$ cat config.mk
export PLATFORM = sky130hd
export DESIGN_NAME = io_ports_with_psg_strobe_unit
export DESIGN_NICKNAME = d
export VERILOG_FILES = /design/src/rtl/core/iopsg_pkg.sv /design/src/rtl/core/io_ports_with_psg_strobe_unit.sv /design/src/rtl/core/iopsg_cfg_regs.sv /design/src/rtl/core/iopsg_core.sv
export SDC_FILE = /design/constraint.sdc
export NUM_CORES = 1
export LEC_CHECK = 0
export ABC_CLOCK_PERIOD_IN_PS = 2600
export BUFFER_PORTS_ARGS = -buffer_cell sky130_fd_sc_hd__buf_2
export CAP_MARGIN = 5
export CORE_MARGIN = 4
export CORE_UTILIZATION = 25
export CTS_BUF_LIST = sky130_fd_sc_hd__clkbuf_16
export CTS_CLUSTER_DIAMETER = 30
export DETAILED_ROUTE_END_ITERATION = 10
export GPL_TIMING_DRIVEN = 0
export PLACE_DENSITY_LB_ADDON = 0.2
export SYNTH_ARGS = -nofsm -noshare
export SYNTH_HDL_FRONTEND = slang
export SYNTH_SLANG_ARGS = --single-unit
$ cat constraint.sdc
create_clock -name clk -period 2.6 [get_ports clk]
set_input_delay 0.13 -clock clk [delete_from_list [all_inputs] [get_ports clk]]
set_output_delay 0.13 -clock clk [all_outputs]
set_load 0.005 [all_outputs]
$ cat src/rtl/core/iopsg_pkg.sv
// ----------------------------------------------------------------------------
// iopsg_pkg
// types and constants of the i/o window with sound chip strobes
// ----------------------------------------------------------------------------
`default_nettype none

package iopsg_pkg;

	// configuration register index
	localparam int CFG_IDX_W = 2;
	localparam logic [CFG_IDX_W-1:0] CFG_SWITCH_BANK_A = 2'd0;
	localparam logic [CFG_IDX_W-1:0] CFG_SWITCH_BANK_B = 2'd1;

	// switch reset values
	localparam logic [7:0] SWITCH_BANK_A_RESET = 8'hdf;
	localparam logic [3:0] SWITCH_BANK_B_RESET = 4'hf;

	// access kind
	localparam logic REQ_READ  = 1'b0;
	localparam logic REQ_WRITE = 1'b1;

	// window addresses
	localparam logic [15:0] ADDR_PORT_0 = 16'h3800;	// p1 read, control write
	localparam logic [15:0] ADDR_PORT_1 = 16'h3801;	// p2 read, sound latch write
	localparam logic [15:0] ADDR_PORT_2 = 16'h3802;	// switch bank a
	localparam logic [15:0] ADDR_PORT_3 = 16'h3803;	// switch bank b + system

	// control byte bits
	localparam int CTL_FLIP_BIT   = 0;
	localparam int CTL_CHIP0_SEL  = 4;
	localparam int CTL_CHIP0_WR   = 5;
	localparam int CTL_CHIP1_SEL  = 6;
	localparam int CTL_CHIP1_WR   = 7;

	typedef struct packed {
		logic        req_type;
		logic [15:0] bus_address;
		logic [7:0]  write_byte;
		logic [7:0]  player_one_port;
		logic [7:0]  player_two_port;
		logic [7:0]  system_port;
		logic        in_vblank;
	} iopsg_req_t;

	typedef struct packed {
		logic [7:0] read_byte;
		logic       chip0_strobe;
		logic       chip0_port;
		logic       chip1_strobe;
		logic       chip1_port;
		logic [7:0] sound_byte;
		logic       flip_out;
	} iopsg_rsp_t;

	typedef struct packed {
		logic [7:0] switch_bank_a;
		logic [3:0] switch_bank_b;
	} iopsg_cfg_t;

endpackage

`default_nettype wire

$ cat src/rtl/core/io_ports_with_psg_strobe_unit.sv
// ----------------------------------------------------------------------------
// io_ports_with_psg_strobe_unit
// cpu i/o window at 0x3800-0x3803 with sound chip write strobes
// ----------------------------------------------------------------------------
// Each bus access is one beat on the in channel and gives exactly one beat on
// the out channel. The block takes one beat per clock while in_ready is high:
// a beat is captured in the input register, decoded combinationally and moves
// into the result register once that register is empty or drained. Window
// state (control byte, sound latch, flip bit) updates as the beat moves into
// the result register, so back to back accesses see each other in order.
// The input register can still take a beat while a result waits on out_ready;
// in_ready drops only when both registers are full and the output is stalled.
// Switch banks are written through the cfg channel, which is always ready.
// ----------------------------------------------------------------------------
`default_nettype none

module io_ports_with_psg_strobe_unit (
	input  wire                              clk,
	input  wire                              arst_n,
	input  wire                              in_valid,
	output logic                             in_ready,
	input  iopsg_pkg::iopsg_req_t            in_data,
	output logic                             out_valid,
	input  wire                              out_ready,
	output iopsg_pkg::iopsg_rsp_t            out_data,
	input  wire                              cfg_valid,
	output logic                             cfg_ready,
	input  wire [iopsg_pkg::CFG_IDX_W-1:0]   cfg_index,
	input  wire [7:0]                        cfg_data
);
	import iopsg_pkg::*;

	iopsg_cfg_t cfg;
	iopsg_req_t req_s1;
	logic       vld_s1;
	iopsg_rsp_t rsp_comb;
	iopsg_rsp_t rsp_s2;
	logic       vld_s2;
	logic       advance;
	logic       commit;

	assign cfg_ready = 1'b1;

	iopsg_cfg_regs u_cfg_regs (
		.clk      (clk),
		.arst_n   (arst_n),
		.wr_en    (cfg_valid && cfg_ready),
		.wr_index (cfg_index),
		.wr_data  (cfg_data),
		.cfg      (cfg)
	);

	// pipeline flow control
	assign advance  = !vld_s2 || out_ready;
	assign commit   = vld_s1 && advance;
	assign in_ready = !vld_s1 || advance;

	// input register
	always_ff @(posedge clk or negedge arst_n) begin
		if (!arst_n) begin
			vld_s1 <= 1'b0;
		end else if (in_ready) begin
			vld_s1 <= in_valid;
		end
	end

	always_ff @(posedge clk) begin
		if (in_valid && in_ready) begin
			req_s1 <= in_data;
		end
	end

	iopsg_core u_core (
		.clk    (clk),
		.arst_n (arst_n),
		.commit (commit),
		.req    (req_s1),
		.cfg    (cfg),
		.rsp    (rsp_comb)
	);

	// result register
	always_ff @(posedge clk or negedge arst_n) begin
		if (!arst_n) begin
			vld_s2 <= 1'b0;
		end else if (advance) begin
			vld_s2 <= vld_s1;
		end
	end

	always_ff @(posedge clk) begin
		if (commit) begin
			rsp_s2 <= rsp_comb;
		end
	end

	assign out_valid = vld_s2;
	assign out_data  = rsp_s2;

endmodule

`default_nettype wire

$ cat src/rtl/core/iopsg_cfg_regs.sv
// ----------------------------------------------------------------------------
// iopsg_cfg_regs
// dip switch registers written through the configuration channel
// ----------------------------------------------------------------------------
`default_nettype none

module iopsg_cfg_regs (
	input  wire                              clk,
	input  wire                              arst_n,
	input  wire                              wr_en,
	input  wire [iopsg_pkg::CFG_IDX_W-1:0]   wr_index,
	input  wire [7:0]                        wr_data,
	output iopsg_pkg::iopsg_cfg_t            cfg
);
	import iopsg_pkg::*;

	logic [7:0] switch_bank_a_q;
	logic [3:0] switch_bank_b_q;

	// register write, unknown index ignored
	always_ff @(posedge clk or negedge arst_n) begin
		if (!arst_n) begin
			switch_bank_a_q <= SWITCH_BANK_A_RESET;
			switch_bank_b_q <= SWITCH_BANK_B_RESET;
		end else if (wr_en) begin
			case (wr_index)
				CFG_SWITCH_BANK_A: switch_bank_a_q <= wr_data;
				CFG_SWITCH_BANK_B: switch_bank_b_q <= wr_data[3:0];
				default: ;
			endcase
		end
	end

	assign cfg.switch_bank_a = switch_bank_a_q;
	assign cfg.switch_bank_b = switch_bank_b_q;

endmodule

`default_nettype wire

$ cat src/rtl/core/iopsg_core.sv
// ----------------------------------------------------------------------------
// iopsg_core
// address decode, read mux, control edge detect and window state
// ----------------------------------------------------------------------------
`default_nettype none

module iopsg_core (
	input  wire                    clk,
	input  wire                    arst_n,
	input  wire                    commit,
	input  iopsg_pkg::iopsg_req_t  req,
	input  iopsg_pkg::iopsg_cfg_t  cfg,
	output iopsg_pkg::iopsg_rsp_t  rsp
);
	import iopsg_pkg::*;

	logic [7:0] prev_ctl_q;
	logic [7:0] sound_latch_q;
	logic       flip_q;

	logic       is_write;
	logic       ctl_wr;
	logic       latch_wr;
	logic       edge0;
	logic       edge1;
	logic [7:0] rd_mux;

	// read data select
	always_comb begin
		case (req.bus_address)
			ADDR_PORT_0: rd_mux = req.player_one_port;
			ADDR_PORT_1: rd_mux = {req.in_vblank, req.player_two_port[6:0]};
			ADDR_PORT_2: rd_mux = cfg.switch_bank_a;
			ADDR_PORT_3: rd_mux = {req.system_port[7:4], cfg.switch_bank_b};
			default:     rd_mux = 8'h00;
		endcase
	end

	// write decode and falling edge detect on the control byte
	assign is_write = (req.req_type == REQ_WRITE);
	assign ctl_wr   = is_write && (req.bus_address == ADDR_PORT_0);
	assign latch_wr = is_write && (req.bus_address == ADDR_PORT_1);
	assign edge0    = ctl_wr && prev_ctl_q[CTL_CHIP0_WR] && !req.write_byte[CTL_CHIP0_WR];
	assign edge1    = ctl_wr && prev_ctl_q[CTL_CHIP1_WR] && !req.write_byte[CTL_CHIP1_WR];

	// result beat
	assign rsp.read_byte    = is_write ? 8'h00 : rd_mux;
	assign rsp.chip0_strobe = edge0;
	assign rsp.chip0_port   = edge0 && !prev_ctl_q[CTL_CHIP0_SEL];
	assign rsp.chip1_strobe = edge1;
	assign rsp.chip1_port   = edge1 && !prev_ctl_q[CTL_CHIP1_SEL];
	assign rsp.sound_byte   = (edge0 || edge1) ? sound_latch_q : 8'h00;
	assign rsp.flip_out     = ctl_wr ? req.write_byte[CTL_FLIP_BIT] : flip_q;

	// state update when the beat moves into the result register
	always_ff @(posedge clk or negedge arst_n) begin
		if (!arst_n) begin
			prev_ctl_q    <= 8'h00;
			sound_latch_q <= 8'h00;
			flip_q        <= 1'b0;
		end else if (commit) begin
			if (ctl_wr) begin
				prev_ctl_q <= req.write_byte;
				flip_q     <= req.write_byte[CTL_FLIP_BIT];
			end
			if (latch_wr) begin
				sound_latch_q <= req.write_byte;
			end
		end
	end

endmodule

`default_nettype wire

---- Yosys cells after proc, flatten, opt, wreduce, memory -nomap -nowiden ----
Cells that the tools add are included.
operators by class
  reduce and logical (&&, ||, !) cells .... 24
  equality and inequality tests ........... 5
  mux-type cells .......................... 2
operators by type and width
  kind                                                                count
  16-bit by 14-bit == test with 1-bit output (second input constant)  4
  8-bit case mux with 4 select lines                                  1
  1-bit logical AND                                                   10
  2-bit AND reduction                                                 4
  1-bit logical NOT                                                   6
  1-bit logical OR                                                    3
  2-bit by 1-bit == test with 1-bit output (second input constant)    1
  2-bit logical NOT                                                   1
  1-bit two-way mux                                                   1
storage, ports and cells
  register bits after elaboration ......... 101
  output and inout bits ................... 24
  logic and storage cells ................. 52
  input bits .............................. 65

---- Depth between registers and ports, before layout ----
  depth in word-level cells ............... 5
  mapped depth ............................ 6
  mapped depth without buffers ............ 4

---- Hierarchy ----
From an unflattened synthesis, not the netlist that was laid out.
unflattened totals
  cells, all modules ...................... 183
  area, all modules ....................... 3657.3 um^2
modules (own cells, without submodules)
  module                         cells each  sequential area each (um^2)  area each (um^2)  instances
  io_ports_with_psg_strobe_unit  81          2182.1                       2247.2            1
  iopsg_core                     76          325.3                        934.6             1
  iopsg_cfg_regs                 26          314.1                        475.5             1

---- Worst setup path before layout ----
Ideal clock, no wire load.
  path kind ............................... register to register
  from .................................... register vld_s2 (netlist: out_valid)
  to ...................................... register req_s1[0] (netlist name), enable pin
  library setup time ...................... 0.407 ns
  cell stages (with the launch flop) ...... 3
  period minus slack after synthesis ...... 2.044 ns
  data arrival time ....................... 1.637 ns
  required time ........................... 2.193 ns
  path buffers ............................ 0
  path slack .............................. 0.556 ns
  cells stage by stage .................... dfrtp_1 nand3b_1 and2_1
between the ends
  cells in the longest elaborated chain, start to end .. 4
RTL lines
  what                    line                                 RTL
  from (decl)             io_ports_with_psg_strobe_unit.sv:38  logic vld_s2;
  from (signal assigned)  io_ports_with_psg_strobe_unit.sv:87  vld_s2 <= vld_s1;
  1-bit logical NOT       io_ports_with_psg_strobe_unit.sv:54  assign advance = !vld_s2 || out_ready;
  1-bit logical OR        io_ports_with_psg_strobe_unit.sv:54
  1-bit logical OR        io_ports_with_psg_strobe_unit.sv:56  assign in_ready = !vld_s1 || advance;
  net in_ready            io_ports_with_psg_strobe_unit.sv:21  output logic in_ready,
  1-bit logical AND       io_ports_with_psg_strobe_unit.sv:68  if (in_valid && in_ready) begin
  to (signal assigned)    io_ports_with_psg_strobe_unit.sv:69  req_s1 <= in_data;
  to (decl)               io_ports_with_psg_strobe_unit.sv:34  iopsg_req_t req_s1;
The timed path passes the listed nets, and every way through them passes these cells.
A chain may end at the register's enable or synchronous reset.

==> flow_summary.yaml <==
outcome:
  outcome: "finished clean"
route:
  vias_per_cell: 3.99
  drt_iter0_markers: 98
  drc: 0
  dr.pass1.iters: 4
  antenna_left: 0
  drt_wl_total_um: 7500
  vias: 2011
  routedWlPerCell_um: 14.9
global_routing:
  grt_max_degree: 36
  overflow: 0
  grt_usage_pct: 9.90
  grt_pass1_vias: 2147
  grt_pass1_wl_um: 11700
  antenna_found_initial: 0
placed_design:
  dp_hpwl_um: 4960
  gp_congestion: 0.669
  place_ws_ns: 0.572
  numPortBuffers: 82
setup_path:
  arrival_ns: 2.09
  required_ns: 2.69
  reg2reg_setup_slack_ns: 0.60
  start_kind: "flip-flop"
  critPathKind: "flip-flop to flip-flop"
  reg2reg_from: "req_s1[40]"
  r2r_end: "out_data[0]"
  ff2ff_path_depth: 5
  cp_max_fo: 5
  critPathCaptureType: "flip-flop"
logic_synthesis:
  synth_nets: 243
  ys_seq_elements: 93
  synth_seq_area_share_pct: 75.7
  syn_area_um2: 3530
  synth_mux_area_share_pct: 13.5
  synth_cell_types: 29
  synth-compound-area-share_pct: 0.355
  ys_warn_count: 0
  yosys.area_share.simple_pct: 9.19
  syn_avg_cell_area_um2: 19.8
  synthCells: 178
  synth_top_family_by_area: "multiplexers"
  synth_xor_area_share_pct: 0
  yosys.area_share.adder_pct: 0
timing:
  post-route-worst-setup-slack_ns: 0.598
  worstMarginPinSlew_ns: 0.924
  rsz0062_at_grt: "no"
  fin_worst_hold_slack_ns: 0.0228
  hold_violations: 0
  maxSlewViolCount: 0
  slew_headroom_pct: 38.3
  max_freq_mhz: 499
  fin_crit_ns: 2.00
  worst_clock_skew_ns: 0.00879
  setup_viol: 0
  finalCritPeriodShare_pct: 77.0
hold_path:
  min_to: "u_cfg_regs.switch_bank_a_q[4]"
  hold_class: "input pin to flip-flop"
  hp-start: "cfg_data[4]"
  whs_path_depth: 2
clock_tree:
  cts.root.buffer_cell: "clkbuf_16"
  cts.sinks: 93
  clock_latency_ns: 0.34
  cts_buffer_depth: 2
  clk_pin_slew_ns: 0.06
  cts_tree: "done"
  clock_tree.htree_level_count: 3
  cts_buffers: 9
final_layout:
  fillers: 1345
  area_growth_pct: 39.9
  n_antenna_cell: 0
  multi_input_area_um2: 818
  final_layout_size_suffix_gt1_share_pct: 46.9
  register_area_um2: 2670
  fin_nets: 384
die:
  initial_core_util_pct: 25.5
  ios: 89
  rows: 43
  die_area_um2: 16100
  die_y_um: 127
  chipWidth_um: 127
  core-area_um2: 13800
job:
  cap_viol_max_count: 0
power_and_ir_drop:
  power_uw: 3300
  power.density_nw_per_um2: 669
  vdd_ir_drop_max_v: 0.000271
  p_leak_uw: 0.00197
## worst max-delay path by stage
stage	startpoint	endpoint	slack, ns	cells after the start
after floorplan	out_valid	req_s1[0]	0.56	2
after detailed placement	req_s1[40]	out_data[0]	0.57	5
after CTS	req_s1[40]	out_data[0]	0.56	5
after global routing	req_s1[40]	out_data[0]	0.52	5
final	req_s1[40]	out_data[0]	0.60	5
after global placement	vld_s1	req_s1[12]	-0.11	2
## layout by cell type (no fill, tap or decap)
cell,n
and2_2,1
nor2_4,1
nor2b_1,10
nand2_1,1
conb_1,1
buf_12,1
and4bb_2,1
nand4_1,2
mux4_2,8
inv_1,6
or2_1,1
nor3_1,2
dfrtp_1,16
buf_6,2
mux2_2,25
and4bb_1,1
dlygate4sd3_1,47
buf_2,83
bufinv_16,1
and2_1,8
mux2_4,1
dfstp_2,11
nor3b_2,1
nand3b_1,2
buf_4,1
nor4_4,1
nand2b_1,6
nand3_1,1
nor4_2,2
clkinv_2,1
clkbuf_16,9
a211oi_2,1
edfxtp_1,66
nor2_1,2
nand4_2,1
## per-layer routing
layer	vias to the layer above	routed length [um]	GRT usage, %	share of wire, %
li1	962	-	-	-
met1	985	2980	10.9	40
met2	50	3880	16.8	52
met3	14	460	3.45	6.1
met4	0	182	5.30	2.4
met5	-	0	0	0
## sequential cells by signal, summed over array words and instances (netlist names)
register                    flops
u_cfg_regs.switch_bank_a_q      8
vld_s1                          1
req_s1                         45
u_cfg_regs.switch_bank_b_q      4
u_core.prev_ctl_q               4
out_data                       21
out_valid                       1
u_core.sound_latch_q            8
u_core.flip_q                   1
## logic make-up after synthesis
| logic type | after synthesis |
|---|---|
| AO/OA/AOI/OAI | 1 |
| other | 1 |
| flip-flops | 93 |
| buffers and inverters | 5 |
| AND/OR/NAND/NOR | 44 |
| multiplexers | 34 |
## cell type report
| cell class | instances | area share [%] |
|---|---|---|
| timing repair buffer | 130 | 18.3 |
| clock buffer | 9 | 4.57 |
| tap | 180 | 4.57 |
| inverter | 1 | 0.0761 |
| buffer | 4 | 0.710 |
| clock inverter | 7 | 1.09 |
| multi-input combinational | 80 | 16.6 |
| sequential | 93 | 54.1 |
## worst max-delay path, cell delays in order (launching register included)
cell and delay, ns:
edfxtp_1 0.38, nor4_2 0.44, nand4_2 0.23, or2_1 0.28
buf_6 0.13, mux2_4 0.28
## cells in the mapped netlist
library cell,count,area share (%)
nor3_1,2,0.28
mux2_2,25,8.0
nor2_1,2,0.21
or2_1,1,0.18
nand2b_1,6,1.1
buf_6,2,0.64
and2_1,9,1.6
nor4_2,2,0.71
nor3b_2,1,0.35
buf_4,1,0.21
mux2_4,1,0.43
nor4_4,1,0.60
dfstp_2,11,8.2
and4bb_2,1,0.35
nand4_1,2,0.35
mux4_2,8,5.1
a211oi_2,1,0.35
conb_1,1,0.11
dfrtp_1,16,11
nand3b_1,2,0.43
nor2_4,1,0.32
inv_1,1,0.11
nand4_2,1,0.35
buf_2,1,0.14
nand2_1,1,0.11
nand3_1,1,0.14
edfxtp_1,66,56
and4bb_1,1,0.35
nor2b_1,10,1.8
## repair_timing
action | 4_1_cts | 5_1_grt
hold endpoints to repair | 62 | 0
resized for setup | 0 | 0
hold buffers | 47 | 0
setup buffers | 0 | 0
endpoints found under the setup margin | 0 | 0
## power breakdown
part	total, uW	switching [uW]	internal [uW]
clock network	1250	519	726
registers	1770	38.3	1730
logic	288	116	172
total	3300	673	2630
## metrics by stage
| stage | TNS [ns] | cell area (um^2) | cells | utilization (%) |
|---|---|---|---|---|
| floorplan | 0 | 3530 | 178 | - |
| global placement | -4.97 | 4160 | 440 | 30.1 |
| detailed placement | 0 | 4180 | 441 | 30.3 |
| CTS | 0 | 4930 | 504 | 35.7 |
| global route | 0 | 4930 | 504 | 35.7 |
| finish | 0 | 4930 | 504 | 35.7 |
Power figures use the tool's default switching activity.
